==> src/hcd_pkg.sv <==
// ----------------------------------------------------------------------------
// hcd_pkg: shared types and constants for the chunked stream decoder
// Item and result layouts, framing characters, status codes, hex decode.
// ----------------------------------------------------------------------------
package hcd_pkg;

    // One raw body byte from the link
    typedef struct packed {
        logic [7:0] in_byte;
        logic       in_last;
    } hcd_in_item_t;

    // One decoded result
    typedef struct packed {
        logic [7:0] out_byte;
        logic       out_data;
        logic       out_done;
        logic [1:0] out_status;
    } hcd_out_item_t;

    // Queue status that gates input acceptance and drives the ports
    typedef struct packed {
        logic full;
        logic empty;
    } hcd_queue_status_t;

    // Close status codes
    localparam logic [1:0] STATUS_OK       = 2'd0;
    localparam logic [1:0] STATUS_NODIGITS = 2'd1;
    localparam logic [1:0] STATUS_EARLY    = 2'd2;
    localparam logic [1:0] STATUS_OVERFLOW = 2'd3;

    // Framing characters
    localparam logic [7:0] CHAR_LF = 8'h0A;

    // Trailer length (CR LF after the data bytes)
    localparam logic [1:0] TRAILER_LEN = 2'd2;

    // Hex digit decode: valid flag in bit 4, value in bits 3:0
    function automatic logic [4:0] hex_decode(input logic [7:0] c);
        logic [4:0] r;
        r = 5'd0;
        if (c >= 8'h30 && c <= 8'h39)
        begin
            r = {1'b1, 4'(c - 8'h30)};
        end
        else if (c >= 8'h61 && c <= 8'h66)
        begin
            r = {1'b1, 4'(c - 8'h57)};
        end
        else if (c >= 8'h41 && c <= 8'h46)
        begin
            r = {1'b1, 4'(c - 8'h37)};
        end
        return r;
    endfunction

endpackage

==> src/hcd_parser.sv <==
// ----------------------------------------------------------------------------
// hcd_parser: front end of the chunked stream decoder
// Takes one byte per transfer, tracks the chunk framing, and emits at most one
// result entry per byte into the result queue.
// ----------------------------------------------------------------------------
module hcd_parser #(
    parameter int SIZE_BITS = 32
) (
    input  logic                   clk,
    input  logic                   rst_n,
    input  logic                   accept,
    input  hcd_pkg::hcd_in_item_t  item,
    output logic                   wr_en,
    output hcd_pkg::hcd_out_item_t wr_data
);

    typedef enum logic [4:0] {
        PH_SIZE  = 5'b00001,
        PH_EXT   = 5'b00010,
        PH_DATA  = 5'b00100,
        PH_TRAIL = 5'b01000,
        PH_ENDED = 5'b10000
    } phase_t;

    phase_t                 phase_reg, phase_next;
    logic [SIZE_BITS-1:0]   size_count_reg, size_count_next;
    logic                   digits_seen_reg, digits_seen_next;
    logic [1:0]             trailer_left_reg, trailer_left_next;

    logic [4:0]             hex;
    logic                   is_lf;
    logic                   size_top_busy;
    logic [SIZE_BITS-1:0]   size_dec;
    logic [1:0]             trailer_dec;
    logic                   data_flag;
    logic                   done_flag;
    logic [1:0]             status;
    logic                   was_ended;

    assign hex           = hcd_pkg::hex_decode(item.in_byte);
    assign is_lf         = (item.in_byte == hcd_pkg::CHAR_LF);
    assign size_top_busy = (size_count_reg[SIZE_BITS-1 -: 4] != 4'd0);
    assign size_dec      = (size_count_reg != '0) ? size_count_reg - 1'b1 : size_count_reg;
    assign trailer_dec   = (trailer_left_reg != 2'd0) ? trailer_left_reg - 2'd1
                                                      : trailer_left_reg;
    assign was_ended     = !(phase_reg == PH_SIZE || phase_reg == PH_EXT ||
                             phase_reg == PH_DATA || phase_reg == PH_TRAIL);

    // Framing state machine
    always_comb
    begin
        phase_next        = phase_reg;
        size_count_next   = size_count_reg;
        digits_seen_next  = digits_seen_reg;
        trailer_left_next = trailer_left_reg;
        data_flag         = 1'b0;
        done_flag         = 1'b0;
        status            = hcd_pkg::STATUS_OK;

        unique case (phase_reg)
            PH_SIZE:
            begin
                if (hex[4])
                begin
                    if (size_top_busy)
                    begin
                        done_flag  = 1'b1;
                        status     = hcd_pkg::STATUS_OVERFLOW;
                        phase_next = PH_ENDED;
                    end
                    else
                    begin
                        size_count_next  = {size_count_reg[SIZE_BITS-5:0], hex[3:0]};
                        digits_seen_next = 1'b1;
                    end
                end
                else if (!digits_seen_reg)
                begin
                    done_flag  = 1'b1;
                    status     = hcd_pkg::STATUS_NODIGITS;
                    phase_next = PH_ENDED;
                end
                else if (!is_lf)
                begin
                    phase_next = PH_EXT;
                end
                else if (size_count_reg == '0)
                begin
                    done_flag  = 1'b1;
                    status     = hcd_pkg::STATUS_OK;
                    phase_next = PH_ENDED;
                end
                else
                begin
                    phase_next = PH_DATA;
                end
            end
            PH_EXT:
            begin
                if (is_lf)
                begin
                    if (size_count_reg == '0)
                    begin
                        done_flag  = 1'b1;
                        status     = hcd_pkg::STATUS_OK;
                        phase_next = PH_ENDED;
                    end
                    else
                    begin
                        phase_next = PH_DATA;
                    end
                end
            end
            PH_DATA:
            begin
                data_flag       = 1'b1;
                size_count_next = size_dec;
                if (size_dec == '0)
                begin
                    phase_next        = PH_TRAIL;
                    trailer_left_next = hcd_pkg::TRAILER_LEN;
                end
            end
            PH_TRAIL:
            begin
                trailer_left_next = trailer_dec;
                if (trailer_dec == 2'd0)
                begin
                    phase_next       = PH_SIZE;
                    size_count_next  = '0;
                    digits_seen_next = 1'b0;
                end
            end
            default:
            begin
                // ended phase and stray codes: drop the byte
            end
        endcase

        // Last byte of the message closes it if nothing else did
        if (item.in_last && !done_flag && !was_ended && phase_next != PH_ENDED)
        begin
            done_flag = 1'b1;
            if ((phase_next == PH_SIZE || phase_next == PH_EXT) &&
                digits_seen_next && size_count_next == '0)
            begin
                status = hcd_pkg::STATUS_OK;
            end
            else
            begin
                status = hcd_pkg::STATUS_EARLY;
            end
        end

        if (item.in_last)
        begin
            phase_next        = PH_SIZE;
            size_count_next   = '0;
            digits_seen_next  = 1'b0;
            trailer_left_next = 2'd0;
        end
    end

    // Result entry toward the queue
    assign wr_en              = accept && (data_flag || done_flag);
    assign wr_data.out_byte   = data_flag ? item.in_byte : 8'd0;
    assign wr_data.out_data   = data_flag;
    assign wr_data.out_done   = done_flag;
    assign wr_data.out_status = done_flag ? status : hcd_pkg::STATUS_OK;

    // State registers
    always_ff @(posedge clk or negedge rst_n)
    begin
        if (!rst_n)
        begin
            phase_reg        <= PH_SIZE;
            size_count_reg   <= '0;
            digits_seen_reg  <= 1'b0;
            trailer_left_reg <= 2'd0;
        end
        else if (accept)
        begin
            phase_reg        <= phase_next;
            size_count_reg   <= size_count_next;
            digits_seen_reg  <= digits_seen_next;
            trailer_left_reg <= trailer_left_next;
        end
    end

endmodule

==> src/hcd_queue.sv <==
// ----------------------------------------------------------------------------
// hcd_queue: result queue between the parser and the result port
// Small register queue; the head entry is shown while not empty.
// ----------------------------------------------------------------------------
module hcd_queue #(
    parameter int DEPTH = 4
) (
    input  logic                      clk,
    input  logic                      rst_n,
    input  logic                      wr_en,
    input  hcd_pkg::hcd_out_item_t    wr_data,
    input  logic                      rd_en,
    output hcd_pkg::hcd_out_item_t    rd_data,
    output hcd_pkg::hcd_queue_status_t status
);

    localparam int PTR_W = $clog2(DEPTH);
    localparam int CNT_W = $clog2(DEPTH + 1);
    localparam logic [PTR_W-1:0] PTR_LAST = PTR_W'(DEPTH - 1);
    localparam logic [CNT_W-1:0] CNT_FULL = CNT_W'(DEPTH);

    hcd_pkg::hcd_out_item_t entry_reg [DEPTH];
    logic [PTR_W-1:0]       wr_ptr_reg, rd_ptr_reg;
    logic [CNT_W-1:0]       count_reg, count_next;
    logic                   do_wr, do_rd;

    assign status.full  = (count_reg == CNT_FULL);
    assign status.empty = (count_reg == '0);
    assign do_wr        = wr_en && !status.full;
    assign do_rd        = rd_en && !status.empty;
    assign rd_data      = entry_reg[rd_ptr_reg];

    // Occupancy
    always_comb
    begin
        count_next = count_reg;
        if (do_wr && !do_rd)
        begin
            count_next = count_reg + 1'b1;
        end
        else if (do_rd && !do_wr)
        begin
            count_next = count_reg - 1'b1;
        end
    end

    // Pointers and count
    always_ff @(posedge clk or negedge rst_n)
    begin
        if (!rst_n)
        begin
            wr_ptr_reg <= '0;
            rd_ptr_reg <= '0;
            count_reg  <= '0;
        end
        else
        begin
            count_reg <= count_next;
            if (do_wr)
            begin
                wr_ptr_reg <= (wr_ptr_reg == PTR_LAST) ? '0 : wr_ptr_reg + 1'b1;
            end
            if (do_rd)
            begin
                rd_ptr_reg <= (rd_ptr_reg == PTR_LAST) ? '0 : rd_ptr_reg + 1'b1;
            end
        end
    end

    // Entry storage
    always_ff @(posedge clk)
    begin
        if (do_wr)
        begin
            entry_reg[wr_ptr_reg] <= wr_data;
        end
    end

endmodule

==> src/http_chunked_stream_decoder.sv <==
// ----------------------------------------------------------------------------
// http_chunked_stream_decoder: HTTP chunked body decoder
// Strips chunk size lines, extensions and trailers; passes data bytes and
// reports the close status of each message.
// ----------------------------------------------------------------------------
//  channel  | handshake          | payload
//  ---------+--------------------+---------------------------------------------
//  input    | push / full        | item   : in_byte, in_last
//  result   | empty / pop        | result : out_byte, out_data, out_done,
//           |                    |          out_status
//
//  One byte per cycle is taken while full is low; its result, if any, is
//  visible the next cycle. full rises only when the result queue holds
//  QUEUE_DEPTH entries. The parser stalls only on full; pop with push keeps
//  the full one-byte-per-cycle rate with any queue depth of two or more.
//  Reset (rst_n low) empties the queue and returns the parser to a size line.
// ----------------------------------------------------------------------------
module http_chunked_stream_decoder #(
    parameter int SIZE_BITS   = 32,
    parameter int QUEUE_DEPTH = 4
) (
    input  logic                   clk,
    input  logic                   rst_n,
    input  logic                   push,
    output logic                   full,
    input  hcd_pkg::hcd_in_item_t  item,
    output logic                   empty,
    input  logic                   pop,
    output hcd_pkg::hcd_out_item_t result
);

    logic                       accept;
    logic                       wr_en;
    hcd_pkg::hcd_out_item_t     wr_data;
    hcd_pkg::hcd_queue_status_t q_status;

    assign accept = push && !q_status.full;
    assign full   = q_status.full;
    assign empty  = q_status.empty;

    // Front end: framing parser
    hcd_parser #(
        .SIZE_BITS (SIZE_BITS)
    ) u_parser (
        .clk     (clk),
        .rst_n   (rst_n),
        .accept  (accept),
        .item    (item),
        .wr_en   (wr_en),
        .wr_data (wr_data)
    );

    // Back end: result queue
    hcd_queue #(
        .DEPTH (QUEUE_DEPTH)
    ) u_queue (
        .clk     (clk),
        .rst_n   (rst_n),
        .wr_en   (wr_en),
        .wr_data (wr_data),
        .rd_en   (pop),
        .rd_data (result),
        .status  (q_status)
    );

    // Checks
    a_not_full_and_empty : assert property (@(posedge clk) disable iff (!rst_n)
        !(full && empty))
        else $error("queue reports full and empty");

    a_write_shows_result : assert property (@(posedge clk) disable iff (!rst_n)
        wr_en |=> !empty)
        else $error("written result not visible");

    a_pop_frees_space : assert property (@(posedge clk) disable iff (!rst_n)
        (pop && !empty && !wr_en) |=> !full)
        else $error("queue full after pop without write");

    a_entry_meaningful : assert property (@(posedge clk) disable iff (!rst_n)
        wr_en |-> (wr_data.out_data || wr_data.out_done))
        else $error("empty result entry written");

endmodule
==> config.mk <==
export PLATFORM = sky130hd
export DESIGN_NAME = http_chunked_stream_decoder
export DESIGN_NICKNAME = d
export VERILOG_FILES = /design/src/hcd_pkg.sv /design/src/hcd_parser.sv /design/src/hcd_queue.sv /design/src/http_chunked_stream_decoder.sv
export SDC_FILE = /design/constraint.sdc
export NUM_CORES = 1
export LEC_CHECK = 0
export ABC_AREA = 1
export BUFFER_PORTS_ARGS = -buffer_cell sky130_fd_sc_hd__buf_2
export CORE_ASPECT_RATIO = 1.75
export CORE_MARGIN = 2
export CORE_UTILIZATION = 59
export DETAILED_ROUTE_END_ITERATION = 12
export GPL_ROUTABILITY_DRIVEN = 0
export PLACE_DENSITY = 0.77
export SLEW_MARGIN = 20
export SYNTH_ARGS = -nofsm -noshare
export SYNTH_HDL_FRONTEND = slang
export SYNTH_SLANG_ARGS = --single-unit
==> constraint.sdc <==
create_clock -name clk -period 4 [get_ports clk]
set_clock_uncertainty 0.05 [all_clocks]
set_input_delay 0.4 -clock clk [delete_from_list [all_inputs] [get_ports clk]]
set_output_delay 0.4 -clock clk [all_outputs]
set_load 0.01 [all_outputs]
* Yosys cells after proc, flatten, opt, wreduce, memory -nomap -nowiden
Memories as Yosys holds them, arrays and structs flattened.
Cells that the tools add are included.
** Word-level totals
- Flip-flop bits (word level) :: 47
- Input bits :: 13
- Memory bits (writable) :: 48
- Output and inout port bits :: 14
- Memories kept :: 1
- Word-level logic and storage cells :: 120
** Memories
- u_queue.entry_reg :: depth 4, width 12, rd ports 1, clocked after memory_dff 0, wr ports 1, RTL line hcd_queue.sv:22 : hcd_pkg::hcd_out_item_t entry_reg [DEPTH];
** Cells by class
- Magnitude comparators :: 6
- Reduce and logical (&&, ||, !) cells :: 35
- Muxes and demuxes :: 50
- Equal/unequal tests :: 12
- $add $sub $neg :: 9
** Operator list (number)
- $mux W32 :: 5
- $logic_not A32 Y1 :: 3
- $pmux W32 S3 :: 1
- $mux W5 :: 12
- $reduce_bool A32 Y1 :: 1
- $sub A32 B1 Y32 const B :: 1
- $mux W2 :: 11
- $pmux W5 S4 :: 1
- $ge A8 B7 Y1 const B :: 2
- $le A8 B7 Y1 const B :: 2
- $logic_and A1 B1 Y1 :: 14
- $mux W1 :: 14
- $eq A5 B1 Y1 const B :: 2
- $eq A5 B2 Y1 const B :: 2
- $eq A8 B4 Y1 const B :: 1
- $ge A8 B6 Y1 const B :: 1
- $le A8 B6 Y1 const B :: 1
- $mux W8 :: 1
- $sub A4 B3 Y4 const B :: 2
- $mux W3 :: 2
- $eq A5 B3 Y1 const B :: 1
- $eq A5 B4 Y1 const B :: 1
- $logic_not A1 Y1 :: 5
- $logic_or A1 B1 Y1 :: 5
- other kinds (17) :: 21

* Depth between registers and ports, before layout
- Word-level depth :: 19
- Mapped depth :: 23
- Depth with buffers taken out :: 23

* By module
A second synthesis with hierarchy kept.
** Second synthesis, totals
- Cells, all modules :: 943
- Area, all modules :: 6542.5 um^2
** By module, submodules not included
- hcd_parser :: times used 1, cells an instance 740, area each 4129.0 um^2, sequential area each 1002.2 um^2
- hcd_queue :: times used 1, cells an instance 201, area each 2403.6 um^2, sequential area each 1616.6 um^2
- http_chunked_stream_decoder :: times used 1, cells an instance 2, area each 10.0 um^2, sequential area each 0.0 um^2

* Worst setup path after synthesis
Ideal clock, no wire load.
- Path type :: input-to-reg
- Start point :: in item[1] in the netlist's numbering
- End point :: reg u_queue.count_reg[1]
- Setup time :: 0.125 ns
- Cell stages on the path :: 20
- Data arrival time :: 2.910 ns
- Slack :: 0.915 ns
- Path buffers :: 0
- Data required time :: 3.825 ns
- Path through :: inv_1 -> ha_1 -> o21ai_0 -> nand2_1 -> nand2_1 -> nand2_1 -> nand2_1 -> nand2_1 -> nor2_1 -> a21oi_1 -> nand2_1 -> nor2_1 -> nor2_1 -> nand2_1 -> nand2_1 -> inv_1 -> ha_1 -> inv_1 -> fa_1 -> mux2_2
** On the way
- Elaborated cells between the ends (all ways) :: 36
- Those cells by class :: order compare (6); eq/ne (2); mux (14); reduce/logical (14)
** RTL lines
- start: declaration :: RTL line http_chunked_stream_decoder.sv:26 : input hcd_pkg::hcd_in_item_t item,
- branches (longest 11 deep; another with $ge A8 B7 Y1)
- $mux W1 * :: RTL line hcd_parser.sv:141 : if (item.in_last && !done_flag && !was_ended && phase_next != PH_ENDED)
- $logic_or A1 B1 Y1 * :: RTL line hcd_parser.sv:165 : assign wr_en = accept && (data_flag || done_flag);
- $logic_and A1 B1 Y1 * :: RTL line hcd_parser.sv:165
- $logic_and A1 B1 Y1 * :: RTL line hcd_queue.sv:29 : assign do_wr = wr_en && !status.full;
- via u_queue.do_wr :: RTL line hcd_queue.sv:25 : logic do_wr, do_rd;
- $logic_and A1 B1 Y1 * :: RTL line hcd_queue.sv:37 : if (do_wr && !do_rd)
- $mux W3 * :: RTL line hcd_queue.sv:37
- via u_queue.count_next[1] :: RTL line hcd_queue.sv:24 : logic [CNT_W-1:0] count_reg, count_next;
- end signal: assignment :: RTL line hcd_queue.sv:58 : count_reg <= count_next;
- end: declaration :: RTL line hcd_queue.sv:24
Mark *: on every way through the listed nets, which the timed path passes.
A chain may end at the register's enable or synchronous reset.

* Worst setup path after layout
- Start point :: reg u_parser.size_count_reg[0]
- End point :: reg u_queue.count_reg[1]
** On the way
- Elaborated cells between the ends (all ways) :: 31
- Those cells by class :: add/sub (1); eq/ne (1); mux (15); reduce/logical (14)
** RTL lines
- start: declaration :: RTL line hcd_parser.sv:26 : logic [SIZE_BITS-1:0] size_count_reg, size_count_next;
- start signal: assignment :: RTL line hcd_parser.sv:184 : size_count_reg <= size_count_next;
- branches (longest 10 deep; another with $sub A32 B1 Y32)
- $mux W1 * :: RTL line hcd_parser.sv:141
- $logic_or A1 B1 Y1 * :: RTL line hcd_parser.sv:165
- $logic_and A1 B1 Y1 * :: RTL line hcd_parser.sv:165
- $logic_and A1 B1 Y1 * :: RTL line hcd_queue.sv:29
- via u_queue.do_wr :: RTL line hcd_queue.sv:25
- $logic_and A1 B1 Y1 * :: RTL line hcd_queue.sv:37
- $mux W3 * :: RTL line hcd_queue.sv:37
- via u_queue.count_next[1] :: RTL line hcd_queue.sv:24
Marks and branches as above.

==> results.sh <==
export IMPL_setup_viol=0
export IMPL_antenna_found_initial=0
export IMPL_required_ns=4.18
export IMPL_cts_root_buf="clkbuf_16"
export IMPL_power_leakage_nw=3.29
export IMPL_synth_top_family_by_area="simple AND/OR/NAND/NOR gates"
export IMPL_powerDensity_mw_per_mm2=584
export IMPL_die_x_um=81.3
export IMPL_crit_buf_inv=3
export IMPL_drv_slew=0
export IMPL_pre_cts_ws_ns=0.262
export IMPL_grt_max_degree=48
export IMPL_vdd_drop_max_mv=0.347
export IMPL_via_per_inst=5.84
export IMPL_cp_max_fo=5
export IMPL_tightest_slew_ns=1.14
export IMPL_synth_adder_area_share_pct=2.56
export IMPL_synthSimpleGateAreaFrac_pct=36.2
export IMPL_cp_arrival_ns=3.72
export IMPL_grt_use_total_pct=32.2
export IMPL_start_util_pct=60.3
export IMPL_fin_crit_ns=3.53
export IMPL_syn_inst=866
export IMPL_largest_reg_flops=48
export IMPL_hpwlAfterDp_mm=12.3
export IMPL_path_class="flip-flop to flip-flop"
export IMPL_async_flop_share_pct=49.5
export IMPL_synth_top_area_cell="edfxtp_1"
export IMPL_ctsHoldBuffers=0
export IMPL_start_kind="flip-flop"
export IMPL_regArea_sq_mm=0.00262
export IMPL_setup_tns_ns=0
export IMPL_netlist_area_leader_share_pct=23.4
export IMPL_syn_area_sq_mm=0.00617
export IMPL_synth_xor_xnor_area_share_pct=2.41
export IMPL_cts_resized_gates=0
export IMPL_p_sw_share_pct=44.4
export IMPL_slew_headroom_pct=23.9
export IMPL_post_drt_wl_per_cell_um=17.1
export IMPL_post_cts_setup_buffers=0
export IMPL_cts_buffers=9
export IMPL_dr_total_vias=5944
export IMPL_clk_latency_ns=0.35
export IMPL_h_tree_depth=3
export IMPL_synthTopCellsByCount="nand2_1 (264), nor2_1 (145), nand3_1 (82)"
export IMPL_cts_tree="yes"
export IMPL_core_sq_mm=0.0102
export IMPL_cts_num_sinks=95
export IMPL_period_share_pct=88.3
export IMPL_drt_initial_drc_count=598
export IMPL_critPathMostFrequentCell="nand2_1"
export IMPL_cpPeakStageDelay_ns=0.42
export IMPL_comb_power_share_pct=45.0
export IMPL_crit_family="simple AND/OR/NAND/NOR gates"
export IMPL_fill_cells=893
export IMPL_stdcell_count=1018
export IMPL_hold_viol_final=0
export IMPL_synth_cell_types=38
export IMPL_p_int_w=0.00217
export IMPL_setup_ws_ns=0.466
export IMPL_synth_seq_cells=95
export IMPL_synth_edf_count=48
export IMPL_ant_nets=0
export IMPL_fp_dieArea_sq_mm=0.0113
export IMPL_io_pins=27
export IMPL_synth_compound_area_share_pct=8.90
export IMPL_port_buffers=26
export IMPL_holdWs_ns=0.107
export IMPL_synth_most_common_cell="nand2_1"
export IMPL_path_depth=17
export IMPL_end_kind="flip-flop"
export IMPL_clk_pin_slew_ns=0.07
export IMPL_drive_gt1_share_pct=8.31
export IMPL_yosys_warnings=0
export IMPL_placed_cells=1002
export IMPL_maxCapViolCount=0
export IMPL_avgSynthCellArea_sq_um=7.12
export IMPL_synth_fp_nets=891
export IMPL_grt_pass1_vias=5943
export IMPL_hp_class="primary input to asynchronous set/reset pin"
export IMPL_pwr_share_clk_pct=21.6
export IMPL_fmax_ghz=0.283
export IMPL_fp_dieH_um=139
export IMPL_grt_pass1_wl_mm=28.0
export IMPL_nNetsFinal=911
export IMPL_multiInputGateArea_sq_mm=0.00311
export IMPL_num_antenna_cells=0
export IMPL_synth_seq_area_share_pct=42.4
export IMPL_slowest_stage="fa_1"
export IMPL_dr_pass1_iters=6
export IMPL_p_switching_w=0.00173
export IMPL_routed_wl_mm=17.5
export IMPL_synth_area_leaders="edfxtp_1 (23%), dfrtp_1 (19%), nand2_1 (16%)"
export IMPL_rr_worst_depth=17
export IMPL_synth_main_ff_cell="edfxtp_1"
export IMPL_area_growth_pct=8.40
export IMPL_rsz0062_at_grt="false"
export IMPL_synth_area_mux_share_pct=0.183
export IMPL_power_frac_seq_pct=33.3
export IMPL_fp_row_count=49
export IMPL_cp_cell_sequence="inv_1 -> ha_1 -> nand2_4 -> nor2_8 -> nand2_1 -> nor3_1 -> a21oi_1 -> nand2_1 -> nor2_1 -> nor2_1 -> nand2_1 -> nand2_1 -> inv_1 -> ha_1 -> inv_1 -> fa_1 -> mux2_2"
export IMPL_status="complete, no violations"
export IMPL_drc_errors=0
export IMPL_clock_path_buffers=2
export IMPL_gr_total_overflow=0
-- cell usage in the layout, fill, tap and decap left out, types with 2 or more instances in the layout --
cell type   synthesis  layout
nand2_1           264     264
nor2_1            145     144
nand3_1            82      82
inv_1              80      80
o21ai_0            72      72
edfxtp_1           48      48
dfrtp_1            46      46
buf_2               6      26
o22ai_1            15      15
xor2_1             15      15
ha_1               11      11
buf_4               0      11
nand4_1            10      10
a21oi_1             9       9
clkbuf_16           0       9
nor2_2              6       6
nor2_4              3       4
nand2_2             3       3
nor3_1              3       3
nand3b_1            3       3
nand2_4             2       2
nor2_8              2       2
nor4_1              2       2
xnor2_1             2       2
o21ai_1             2       2
o21a_1              2       2
clkinvlp_4          0       2
inv_8               0       2
-- per-layer routing --
metal	track usage, %	wire length (um)	up-vias
li1	-	-	2852
met1	33.2	6010	2719
met2	56.9	9210	294
met3	4.73	989	79
met4	23.0	1240	0
met5	0	0	-
-- kinds of logic (layout without fill, tap and decap cells) --
| kind of cell | count (synthesis) | after routing |
|---|---|---|
| AND/OR/NAND/NOR | 528 | 528 |
| AO/OA/AOI/OAI | 103 | 103 |
| multiplexers | 1 | 1 |
| XOR/XNOR | 17 | 17 |
| buffers and inverters | 110 | 135 |
| flip-flops | 95 | 95 |
| adder cells (fa/ha/maj) | 12 | 12 |
-- per-stage QoR --
step | total power, W | utilization [%] | cell area [sq um]
after global routing | 0.00414 | 65.3 | 6690
after detailed placement | 0.00303 | 62.6 | 6410
after floorplan | 0.00250 | - | 6170
after CTS | 0.00388 | 65.3 | 6690
final | 0.00390 | 65.3 | 6690
after global placement | 0.00295 | 62.6 | 6410
-- final timing paths --
kind	startpoint	end	slack [ns]
min	rst_n	u_parser.size_count_reg[11]	0.11
max in group asynchronous	rst_n	u_parser.phase_reg[2]	3.36
min reg2reg	u_parser.phase_reg[3]	u_parser.phase_reg[3]	0.46
max	u_parser.size_count_reg[0]	u_queue.count_reg[1]	0.47
max reg2reg	u_parser.size_count_reg[0]	u_queue.count_reg[1]	0.47
min in group clk	item[0]	u_parser.trailer_left_reg[0]	0.36
-- worst register-to-register path, cell delays in order, from the launching register on --
cell and delay (ns):
dfrtp_1 0.41, inv_1 0.15, ha_1 0.33, nand2_4 0.13, nor2_8 0.16, nand2_1 0.09
nor3_1 0.27, a21oi_1 0.13, nand2_1 0.12, nor2_1 0.06, nor2_1 0.17, nand2_1 0.07
nand2_1 0.15, inv_1 0.13, ha_1 0.19, inv_1 0.10, fa_1 0.42, mux2_2 0.27
-- cell type report --
class                      count  area share [%]
clock buffer                  10            3.42
clock inverter                 6           0.786
inverter                      82            4.60
multi-input combinational    661            46.5
sequential                    95            39.2
tap                          127            2.38
timing repair buffer          37            3.18
-- power groups by stage --
stage          clock network, W  logic, W  registers, W
5_1_grt                0.000885   0.00194       0.00132
3_5_place_dp                  0   0.00170       0.00132
4_1_cts                0.000850   0.00172       0.00130
6_report               0.000844   0.00176       0.00130
3_3_place_gp                  0   0.00163       0.00131
2_1_floorplan                 0   0.00121       0.00129
Note: power is estimated with default switching activity, not from simulation.
